--- config.mk ---
export PLATFORM = sky130hd
export DESIGN_NAME = scrolling_chart_frame_buffer_unit
export DESIGN_NICKNAME = d
export VERILOG_FILES = /design/src/rtl/core/scfb_pkg.sv /design/src/rtl/core/scfb_cell.sv /design/src/rtl/core/scfb_plane.sv /design/src/rtl/core/scrolling_chart_frame_buffer_unit.sv
export SDC_FILE = /design/constraint.sdc
export NUM_CORES = 1
export LEC_CHECK = 0
export ABC_AREA = 1
export BUFFER_PORTS_ARGS = -buffer_cell sky130_fd_sc_hd__buf_2
export CORE_UTILIZATION = 35
export DETAILED_ROUTE_END_ITERATION = 10
export PLACE_DENSITY = 0.46
export SYNTH_ARGS = -nofsm -noshare
export SYNTH_HDL_FRONTEND = slang
export SYNTH_SLANG_ARGS = --single-unit
--- constraint.sdc ---
create_clock -name i_clk -period 2.9 [get_ports i_clk]
set_clock_uncertainty 0.1 [all_clocks]
set_input_delay 0.725 -clock i_clk [delete_from_list [all_inputs] [get_ports i_clk]]
set_output_delay 0.725 -clock i_clk [all_outputs]
set_load 0.01 [all_outputs]
--- src/rtl/core/scfb_pkg.sv ---
`timescale 1ns / 1ps
// ----------------------------------------------------------------------------
// Scrolling chart frame buffer package
// Shared types and byte constants for the frame buffer unit, its cells and planes.
// ----------------------------------------------------------------------------
package scfb_pkg;

    localparam int HIT_IDX_W = 8;

    localparam logic [7:0] BYTE_UNLIT = 8'hff;
    localparam logic [7:0] MSB_MASK   = 8'b1000_0000;
    localparam logic [7:0] LSB_MASK   = 8'b0000_0001;

    typedef enum logic [1:0] {
        CELL_HOLD,
        CELL_PLOT,
        CELL_SCROLL,
        CELL_ROTATE
    } t_cell_op;

    typedef enum logic {
        ST_IDLE,
        ST_SCAN
    } t_state;

    typedef struct packed {
        t_cell_op               op;
        logic                   hit;
        logic [HIT_IDX_W-1:0]   hit_idx;
        logic [7:0]             mask;
    } t_plane_ctrl;

endpackage

--- src/rtl/core/scfb_cell.sv ---
`timescale 1ns / 1ps
// ----------------------------------------------------------------------------
// Frame buffer cell
// One active-low pixel byte that can be cleared, scrolled or rotated.
// ----------------------------------------------------------------------------
module scfb_cell (
    input  logic              i_clk,
    input  logic              i_rst_n,
    input  scfb_pkg::t_cell_op i_op,
    input  logic [7:0]        i_next,
    input  logic              i_carry,
    input  logic [7:0]        i_clr_mask,
    output logic [7:0]        o_byte
);

    logic [7:0] r_byte;
    logic [7:0] n_byte;

    always_comb begin
        case (i_op)
            scfb_pkg::CELL_PLOT:   n_byte = r_byte & ~i_clr_mask;
            scfb_pkg::CELL_SCROLL: n_byte = {r_byte[6:0], i_carry} & ~i_clr_mask;
            scfb_pkg::CELL_ROTATE: n_byte = i_next;
            default:               n_byte = r_byte;
        endcase
    end

    always_ff @(posedge i_clk) begin
        if (!i_rst_n) begin
            r_byte <= scfb_pkg::BYTE_UNLIT;
        end else begin
            r_byte <= n_byte;
        end
    end

    assign o_byte = r_byte;

endmodule

--- src/rtl/core/scfb_plane.sv ---
`timescale 1ns / 1ps
// ----------------------------------------------------------------------------
// Frame buffer plane
// A chain of byte cells holding one scan plane, with scroll carries between
// column groups and a rotating path that brings each byte to the head.
// ----------------------------------------------------------------------------
module scfb_plane #(
    parameter int PLANE_BYTES = 16,
    parameter int STRIDE      = 4,
    parameter int COL_GROUPS  = 4
) (
    input  logic                  i_clk,
    input  logic                  i_rst_n,
    input  scfb_pkg::t_plane_ctrl i_ctrl,
    output logic [7:0]            o_head
);

    logic [7:0] w_bytes [PLANE_BYTES];

    for (genvar i = 0; i < PLANE_BYTES; i++) begin : g_cell
        logic       w_carry;
        logic [7:0] w_clr_mask;

        if ((i / STRIDE + 1 < COL_GROUPS) && (i + STRIDE < PLANE_BYTES)) begin : g_link
            assign w_carry = w_bytes[i + STRIDE][7];
        end else begin : g_edge
            assign w_carry = 1'b1;
        end

        assign w_clr_mask = (i_ctrl.hit && (int'(i_ctrl.hit_idx) == i)) ? i_ctrl.mask
                                                                        : 8'h00;

        scfb_cell u_cell (
            .i_clk      (i_clk),
            .i_rst_n    (i_rst_n),
            .i_op       (i_ctrl.op),
            .i_next     (w_bytes[(i + 1) % PLANE_BYTES]),
            .i_carry    (w_carry),
            .i_clr_mask (w_clr_mask),
            .o_byte     (w_bytes[i])
        );
    end

    assign o_head = w_bytes[0];

endmodule

--- src/rtl/core/scrolling_chart_frame_buffer_unit.sv ---
`timescale 1ns / 1ps
// ----------------------------------------------------------------------------
// Scrolling chart frame buffer
// Strip-chart image store for a multiplexed LED panel, held in byte cells.
// ----------------------------------------------------------------------------
// The input channel carries one item per command: tuser selects plot (0) or
// scan (1), tdata carries the point column and row. In a plot, a repeated
// point is dropped, an in-range column clears one pixel, and a column at or
// beyond the panel width scrolls every plane left by one column and lights
// the new point in the last column, both in the same cycle.
// A scan streams the PLANE_BYTES bytes of the current plane on the output
// channel, one byte per accepted output item, together with the A/B
// row-select levels, with tlast on the final byte. The first byte is offered
// the cycle after the scan item is accepted; a scan occupies the block for
// PLANE_BYTES output transfers, set by the rotation of the plane's cell
// chain that brings each byte to the head cell. No input item is taken
// while a scan is in progress.
// When the receiver stalls, the chain holds and the byte stays on tdata.
// Reset clears all cells to unlit, the previous point to (0, 0) and the
// scan phase to plane 0; no clearing pass is needed.
// ----------------------------------------------------------------------------
module scrolling_chart_frame_buffer_unit #(
    parameter int PANEL_COLUMNS = 32,
    parameter int PLANE_BYTES   = 16,
    parameter int SCAN_PLANES   = 4
) (
    input  logic        i_clk,
    input  logic        i_rst_n,
    input  logic        s_axis_tvalid,
    output logic        s_axis_tready,
    input  logic [23:0] s_axis_tdata,   // col[15:0], row[19:16], zero pad
    input  logic        s_axis_tuser,   // action
    output logic        m_axis_tvalid,
    input  logic        m_axis_tready,
    output logic [15:0] m_axis_tdata,   // pixel_byte[7:0], line_a[8], line_b[9], zero pad
    output logic        m_axis_tlast
);

    localparam int STRIDE     = (16 + SCAN_PLANES - 1) / SCAN_PLANES;
    localparam int COL_GROUPS = PANEL_COLUMNS / 8;
    localparam int PH_W       = $clog2(SCAN_PLANES);
    localparam int CNT_W      = $clog2(PLANE_BYTES);

    scfb_pkg::t_state      r_state;
    scfb_pkg::t_state      n_state;
    logic [CNT_W-1:0]      r_cnt;
    logic [CNT_W-1:0]      n_cnt;
    logic [PH_W-1:0]       r_phase;
    logic [PH_W-1:0]       n_phase;
    logic [15:0]           r_last_col;
    logic [15:0]           n_last_col;
    logic [3:0]            r_last_row;
    logic [3:0]            n_last_row;

    scfb_pkg::t_plane_ctrl w_ctrl [SCAN_PLANES];
    logic [7:0]            w_head [SCAN_PLANES];

    logic [15:0]           w_col;
    logic [3:0]            w_row;
    logic                  w_in_acc;
    logic [PH_W-1:0]       w_plane;
    logic [7:0]            w_rgrp;
    logic [7:0]            w_idx;
    logic [7:0]            w_scroll_idx;
    logic [7:0]            w_mask;
    logic [1:0]            w_phase_ext;

    assign w_col    = s_axis_tdata[15:0];
    assign w_row    = s_axis_tdata[19:16];
    assign w_in_acc = s_axis_tvalid && s_axis_tready;

    always_comb begin
        w_plane = '0;
        w_rgrp  = '0;
        for (int r = 0; r < 16; r++) begin
            if (w_row == 4'(r)) begin
                w_plane = PH_W'(r % SCAN_PLANES);
                w_rgrp  = 8'(r / SCAN_PLANES);
            end
        end
    end

    assign w_idx        = 8'(int'(w_col[7:3]) * STRIDE + int'(w_rgrp));
    assign w_scroll_idx = 8'((COL_GROUPS - 1) * STRIDE + int'(w_rgrp));
    assign w_mask       = scfb_pkg::MSB_MASK >> w_col[2:0];

    always_comb begin
        n_state       = r_state;
        n_cnt         = r_cnt;
        n_phase       = r_phase;
        n_last_col    = r_last_col;
        n_last_row    = r_last_row;
        s_axis_tready = 1'b0;
        m_axis_tvalid = 1'b0;
        for (int p = 0; p < SCAN_PLANES; p++) begin
            w_ctrl[p].op      = scfb_pkg::CELL_HOLD;
            w_ctrl[p].hit     = 1'b0;
            w_ctrl[p].hit_idx = '0;
            w_ctrl[p].mask    = '0;
        end
        case (r_state)
            scfb_pkg::ST_IDLE: begin
                s_axis_tready = 1'b1;
                if (w_in_acc && s_axis_tuser) begin
                    n_state = scfb_pkg::ST_SCAN;
                    n_cnt   = '0;
                end else if (w_in_acc &&
                             !(w_col == r_last_col && w_row == r_last_row)) begin
                    n_last_col = w_col;
                    n_last_row = w_row;
                    for (int p = 0; p < SCAN_PLANES; p++) begin
                        if (w_col < 16'(PANEL_COLUMNS)) begin
                            w_ctrl[p].op      = scfb_pkg::CELL_PLOT;
                            w_ctrl[p].hit_idx = w_idx;
                            w_ctrl[p].mask    = w_mask;
                        end else begin
                            w_ctrl[p].op      = scfb_pkg::CELL_SCROLL;
                            w_ctrl[p].hit_idx = w_scroll_idx;
                            w_ctrl[p].mask    = scfb_pkg::LSB_MASK;
                        end
                        w_ctrl[p].hit = (w_plane == PH_W'(p)) && (COL_GROUPS > 0);
                    end
                end
            end
            scfb_pkg::ST_SCAN: begin
                m_axis_tvalid = 1'b1;
                if (m_axis_tready) begin
                    for (int p = 0; p < SCAN_PLANES; p++) begin
                        if (r_phase == PH_W'(p)) begin
                            w_ctrl[p].op = scfb_pkg::CELL_ROTATE;
                        end
                    end
                    n_cnt = r_cnt + 1'b1;
                    if (r_cnt == CNT_W'(PLANE_BYTES - 1)) begin
                        n_state = scfb_pkg::ST_IDLE;
                        n_cnt   = '0;
                        n_phase = (r_phase == PH_W'(SCAN_PLANES - 1)) ? '0
                                                                      : r_phase + 1'b1;
                    end
                end
            end
            default: begin
                n_state = scfb_pkg::ST_IDLE;
            end
        endcase
    end

    always_ff @(posedge i_clk) begin
        if (!i_rst_n) begin
            r_state    <= scfb_pkg::ST_IDLE;
            r_cnt      <= '0;
            r_phase    <= '0;
            r_last_col <= '0;
            r_last_row <= '0;
        end else begin
            r_state    <= n_state;
            r_cnt      <= n_cnt;
            r_phase    <= n_phase;
            r_last_col <= n_last_col;
            r_last_row <= n_last_row;
        end
    end

    for (genvar p = 0; p < SCAN_PLANES; p++) begin : g_plane
        scfb_plane #(
            .PLANE_BYTES (PLANE_BYTES),
            .STRIDE      (STRIDE),
            .COL_GROUPS  (COL_GROUPS)
        ) u_plane (
            .i_clk   (i_clk),
            .i_rst_n (i_rst_n),
            .i_ctrl  (w_ctrl[p]),
            .o_head  (w_head[p])
        );
    end

    assign w_phase_ext  = 2'(r_phase);
    assign m_axis_tdata = {6'b0, ~w_phase_ext[1], ~w_phase_ext[0], w_head[r_phase]};
    assign m_axis_tlast = (r_cnt == CNT_W'(PLANE_BYTES - 1));

endmodule
==> out/metrics.yaml, run 1 <==
wirelength_mm: 112
hold_class: "primary input to register"
synthArstFlopShare_pct: 0
die_x_um: 294
netlist_area_um2: 29900
pwr-share-clk_pct: 41.4
seq_area_frac_synth_pct: 36.1
cts_root_buf: "clkbuf_16"
hpwlAfterDp_mm: 67.9
hold_depth: 3
worst_slew_pin_slew_ns: 0.701
synth_top_family_by_area: "simple AND/OR/NAND/NOR gates"
slew_viol_final: 0
p_sw_mw: 6.20
cts_buffer_depth: 3
io_buffer_count: 37
ant_nets: 0
die_y_um: 294
worstPathRequired_ns: 2.08
fin_util_pct: 42.4
layout-drive-gt1-share_pct: 10.1
synth-compound-area-share_pct: 5.62
synth_area_per_cell_um2: 6.29
start_util_pct: 35.5
post_dp_cell_area_um2: 33300
min_from: "s_axis_tdata[7]"
die-area_um2: 86600
critPathKind: "register to output pin"
synthSimpleGateAreaFrac_pct: 48.1
cp_data_arrival_time_ns: 1.96
first_global_vias: 30187
synth_top_area_cell: "dfxtp_1"
grt-ovfl-total: 0
holdBufCountCts: 0
place.gp.congestion: 0.802
ir_drop_v: 0.000398
synth_top_area_share_pct: 36.1
ys_warn_count: 0
slew_headroom_pct: 53.3
synthMuxAreaShare_pct: 0
num_rows: 106
final_nets: 4706
cts_buffers: 70
min_period_over_period_pct: 96.2
share_comb_of_total_power_pct: 16.9
status: "finished clean"
cap_viol_max_count: 0
pin_count: 48
synthXorXnorAreaFrac_pct: 0.117
core-area_um2: 84100
p_sw_share_pct: 29.9
min_to: "r_last_col[7]"
antenna_found_initial: 0
vias_per_cell: 5.41
worst_setup_path_end_kind: "output pin"
htree_levels: 3
netlist_top_cells_count: "nand2_1, nand3_1, dfxtp_1, nand4_1, clkbuf_1"
yosysMostFrequentCell: "nand2_1"
r2r_start: "r_last_col[15]"
num_vias: 31670
timing.fmax_mhz: 359
synth_area_leaders: "dfxtp_1, nand2_1, nand3_1"
grt_pass1_wl_mm: 177
powerDensity_nw_per_um2: 583
drt_iter0_drc: 2636
fin_crit_ns: 2.79
setup_viol: 0
tritoncts: "yes"
worstPathMaxFanout: 6
area_delta_synth_final_pct: 19.2
cell_internal_pwr_mw: 14.6
wl_per_cell_um: 19.1
r2r_slack_ns: 0.41
drcViolationCount: 0
clkTransAtPathRegs_ns: 0.06
p_seq_share_pct: 41.7
synthAdderAreaFrac_pct: 0.209
synth_cells: 4755
cp-start-kind: "register"
hold_viol: 0
synthDistinctLibCells: 32
reg2reg_depth: 15
synth.ff_latch_count: 539
antenna_cells: 0
setup_tns_ns: 0
p_leak_nw: 16.8
clock-sinks: 539
r2r_end: "g_plane[0].u_plane.g_cell[4].u_cell.o_byte[0]"
dr.pass1.iters: 6
grt_max_degree: 127
track_usage_pct: 25.5
insertion_delay_ns: 0.61
synth_edf_count: 0
final_area_um2: 35600
yosys_most_used_dff: "dfxtp_1"
rsz0062_at_grt: "false"
==> sequential cells by signal, indices dropped and copies added, names as in the netlist <==
register and cells:
g_plane.u_plane.g_cell.u_cell.o_byte 512, r_cnt 4, r_last_col 16, r_last_row 4
r_phase 2, r_state 1
==> power by group through the flow <==
stage / registers (mW) / logic, mW / clock network (mW)
global placement: 8.81 / 3.49 / 0
finish: 8.66 / 3.51 / 8.59
CTS: 8.65 / 3.51 / 8.80
detailed placement: 8.80 / 3.49 / 0
floorplan: 8.60 / 2.48 / 0
global route: 8.75 / 4.00 / 9.07
==> placed cells by master (no fill, tap or decap), types with 4 or more instances in the layout <==
cell       count
nand2_1     1698
nand3_1     1039
dfxtp_1      539
nand4_1      386
inv_1        203
buf_4        152
buf_12       132
o21ai_0      122
o22ai_1      114
clkbuf_16     73
a21oi_1       46
nor2_1        41
buf_2         36
clkbuf_1      21
nor2_4        20
clkbuf_8      14
nor3_1         9
inv_2          8
nor2_2         7
clkinv_2       7
conb_1         6
o21ai_2        5
ha_1           5
a21oi_2        4
==> worst max-delay path, stage by stage (launching register included) <==
cell        delay, ns
dfxtp_1          0.37
clkinvlp_4       0.19
buf_4            0.21
o21ai_4          0.09
a21oi_1          0.06
a21oi_1          0.25
buf_2            0.19
==> logic make-up (layout without fill, tap and decap cells) <==
group                      count (synthesis)  in the layout
AOI/OAI and AO/OA                        302            302
xor gates and xnor gates                   4              4
adders and majority gates                  5              5
buffers and inverters                    699            658
DFF                                      539            539
other                                      1              6
and+or+nand+nor                         3205           3205
==> what timing repair did <==
action	CTS	global route
setup buffers	2	5
cloned	0	0
endpoints found under the setup margin	7	7
resized for setup	10	9
==> cell type report <==
cell class,instances,area [µm²]
Fill cell,9045,48500
Multi-Input combinational cell,3522,16400
Sequential cell,539,10800
Timing Repair Buffer,321,3980
Clock buffer,108,2100
Tap cell,1134,1420
Inverter,218,840
Clock inverter,11,109
==> metrics by stage <==
stage               setup slack [ns]  total power [mW]  hold slack (ns)  cells
floorplan                      0.322              11.1            0.341   4760
global placement             -0.0864              12.3            0.349   5727
detailed placement           -0.0637              12.3            0.351   5727
CTS                          -0.0146              21.0            0.281   5848
global route                  0.0273              21.8            0.295   5853
finish                         0.112              20.8            0.314   5853
==> metal layers <==
metal	share of wire, %	track usage [%]
met2	44	39.3
met5	0	0
met1	48	36.6
met4	2.3	6.71
met3	5.6	3.81
==> worst max-delay path by stage <==
stage / start / slack [ns] / cells after the start / to
3_3_place_gp: s_axis_tdata[10] / -0.09 / 16 / g_plane[1].u_plane.g_cell[2].u_cell.o_byte[4]
3_5_place_dp: s_axis_tdata[8] / -0.06 / 16 / g_plane[0].u_plane.g_cell[4].u_cell.o_byte[0]
5_1_grt: r_phase[1] / 0.03 / 6 / m_axis_tdata[5]
2_1_floorplan: s_axis_tdata[2] / 0.32 / 16 / g_plane[0].u_plane.g_cell[10].u_cell.o_byte[7]
4_1_cts: r_phase[0] / -0.01 / 6 / m_axis_tdata[2]
6_report: r_phase[1] / 0.11 / 6 / m_axis_tdata[5]
(Power assumes the default switching activity.)
==> run 2, diff against run 1 <==
Settings changed: ABC_AREA 1 to default.
==> out/metrics.yaml, run 2 <==
clock-sinks: 539  # unchanged
grt_pass1_wl_mm: 204  # +15%
first_global_vias: 32068  # +6.2%
num_vias: 33955  # +7.2%
place_ws_ns: -0.609  # -0.545 ns
final_cell_mix: "nand2_1, dfxtp_1, o21ai_0, nor2_1, buf_4"
final_area_um2: 38000  # +6.6%
pwr-share-clk_pct: 43.8  # +2.4 points
synthArstFlopShare_pct: 0  # unchanged
hold_class: "primary input to register"
tritoncts: "yes"
cell_internal_pwr_mw: 14.1  # -3.2%
violations: "DRC"
hold_depth: 3  # unchanged
synth_top_area_cell: "dfxtp_1"
critPathKind: "register to output pin"
r2r_slack_ns: 0.10  # -0.31 ns
fillCellCount: 9067  # +0.24%
die_y_um: 301  # +2.3%
p_sw_share_pct: 28.8  # -1.1 points
drcViolationCount: 2  # +2
worstPathMaxFanout: 11  # +5
share_comb_of_total_power_pct: 13.9  # -3.0 points
worst_slew_pin_slew_ns: 0.979  # +0.279 ns
reg2reg_depth: 11  # -4
p_total_mw: 19.8  # -4.7%
cp-startpoint: "r_phase[1]"
antenna_found_initial: 3  # +3
layout_commonest_cell: "nand2_1"
ys_warn_count: 0  # unchanged
grt-ovfl-total: 0  # unchanged
die-area_um2: 90600  # +4.6%
multi_input_area_um2: 18700  # +14%
num_rows: 109  # +2.8%
synth_cells: 4394  # -7.6%
final_nets: 4497  # -4.4%
worst_slack_ns: 0.0830  # -0.0285 ns
synthAdderAreaFrac_pct: 0.200  # -0.0093 points
worstPathRequired_ns: 2.08  # about the same
wl_per_cell_um: 23.2  # +22%
synth-compound-area-share_pct: 26.0  # +20 points
largest_reg_flops: 512  # unchanged
track_usage_pct: 28.6  # +3.2 points
ant_nets: 0  # unchanged
yosysMostFrequentCell: "nand2_1"
synth_edf_count: 0  # unchanged
htree_levels: 3  # unchanged
dr.pass1.iters: 9  # +3
hold_viol: 0  # unchanged
pin_count: 48  # unchanged
synthSimpleGateAreaFrac_pct: 28.8  # -19 points
io_buffer_count: 37  # unchanged
p_leak_nw: 15.1  # -10%
r2r_end: "g_plane[3].u_plane.g_cell[6].u_cell.o_byte[6]"
synth_top_area_share_pct: 34.5  # -1.6 points
vias_per_cell: 5.98  # +10%
fin_crit_ns: 2.82  # +0.0285 ns
min_period_over_period_pct: 97.1  # +0.98 points
status: "complete, but fails checks"
powerDensity_nw_per_um2: 521  # -11%
netlist_area_um2: 31300  # +4.6%
synthXorXnorAreaFrac_pct: 0.560  # +0.44 points
wirelength_mm: 132  # +18%
r2r_start: "r_last_row[3]"
slew_headroom_pct: 34.7  # -19 points
timing.fmax_mhz: 355  # -1.0%
cts_buffers: 70  # unchanged
post_dp_cell_area_um2: 35600  # +6.9%
place.gp.congestion: 0.876  # +9.3%
yosys_most_used_dff: "dfxtp_1"
die_x_um: 301  # +2.3%
synth.ff_latch_count: 539  # unchanged
insertion_delay_ns: 0.64  # +0.03 ns
p_sw_mw: 5.70  # -8.1%
cts_buffer_depth: 3  # unchanged
start_util_pct: 35.3  # -0.21 points
regArea_um2: 10800  # unchanged
seq_area_frac_synth_pct: 34.5  # -1.6 points
slew_viol_final: 0  # unchanged
ir_drop_v: 0.000446  # +12%
core-area_um2: 88500  # +5.3%
synth_area_leaders: "dfxtp_1, nand2_1, o21ai_0"
grt_max_degree: 97  # -24%
layout-drive-gt1-share_pct: 14.0  # +3.9 points
worst_setup_path_end_kind: "output pin"
rsz0062_at_grt: "false"
cp_data_arrival_time_ns: 1.99  # +0.03 ns
cap_viol_max_count: 0  # unchanged
cp-start-kind: "register"
setup_viol: 0  # unchanged
area_delta_synth_final_pct: 21.4
synthDistinctLibCells: 60  # +88%
clkTransAtPathRegs_ns: 0.06  # about the same
setup_tns_ns: 0  # unchanged
synthMuxAreaShare_pct: 3.57  # +3.6 points
cts_root_buf: "clkbuf_16"
p_seq_share_pct: 42.3  # +0.6 points
hpwlAfterDp_mm: 87.0  # +28%
drt_iter0_drc: 3373  # +28%
worstSetupEndpoint: "m_axis_tdata[2]"
netlist_top_cells_count: "nand2_1, dfxtp_1, nor2_1, o21ai_0, clkbuf_1"
synth_area_per_cell_um2: 7.12  # +13%
synth_top_family_by_area: "simple AND/OR/NAND/NOR gates"
-- run 2: changes by cell type in the layout (fill, tap and decap cells not counted), sizes merged, moves of 71 or more --
cell	previous run	this run
nand3	1041	111
o21ai	132	543
or3	0	143
buf	321	456
mux2i	0	71
nor2	68	511
o211ai	2	166
nand4	386	211
nand2	1701	781
a31oi	1	121
nor3	9	182
o221ai	0	156
inv	215	18
-- run 2: layout make-up --
cell class | instances | area share [%]
diodes | 2 | 0.0132
clock buffers | 108 | 5.53
clock inverters | 14 | 0.306
inverters | 14 | 0.152
multi-input cells | 3382 | 49.2
flip-flops and latches | 539 | 28.4
well taps | 1165 | 3.84
repair buffers | 456 | 12.5
-- run 2: worst min path at each step --
stage	startpoint	end
2_1_floorplan	r_last_col[0]	r_last_col[0]
3_3_place_gp	r_last_col[10]	r_last_col[10]
3_5_place_dp	r_last_col[15]	r_last_col[15]
4_1_cts	s_axis_tdata[9]	r_last_col[9]
5_1_grt	s_axis_tdata[15]	r_last_col[15]
6_report	s_axis_tdata[10]	r_last_col[10]
-- run 2: power groups by stage --
stage | Clock (mW) | Combinational [mW] | Sequential (mW)
global route | 9.15 | 3.05 | 8.43
detailed placement | 0 | 2.71 | 8.51
CTS | 8.84 | 2.73 | 8.36
floorplan | 0 | 1.87 | 8.30
global placement | 0 | 2.70 | 8.52
finish | 8.67 | 2.75 | 8.37
-- run 2: per-stage QoR --
step / instances / hold slack [ns] / utilization [%]
2_1_floorplan: 4399 / 0.355 / -
3_3_place_gp: 5549 / 0.362 / 40.2
3_5_place_dp: 5549 / 0.369 / 40.2
4_1_cts: 5677 / 0.238 / 42.8
5_1_grt: 5678 / 0.259 / 42.9
6_report: 5680 / 0.269 / 42.9
-- run 2: worst max-delay path, stage by stage, from the launching register on --
cell	delay (ns)
dfxtp_1	0.32
buf_4	0.23
mux4_2	0.62
buf_2	0.18
-- run 2: what timing repair did --
action,CTS,global route
pin swaps,2,3
buffers inserted,6,1
resized for setup,8,11
hold buffers,0,0
cloned,0,0
setup endpoints to repair,105,50
-- run 2: cell families after synthesis --
group,Yosys count
compound gates,1243
xor+xnor,20
fa+ha+maj,5
buf+inv,478
flops,539
mux,99
other cells,1
simple gates,2009
-- run 2: routing by layer --
metal / vias to the layer above / wire length (µm) / share of wire [%] / global-route usage [%]
li1: 16193 / - / - / -
met1: 16510 / 62600 / 47 / 42.0
met2: 1076 / 58500 / 44 / 43.4
met3: 174 / 7230 / 5.5 / 3.59
met4: 2 / 3620 / 2.7 / 8.59
met5: - / 11 / 0.0083 / 0
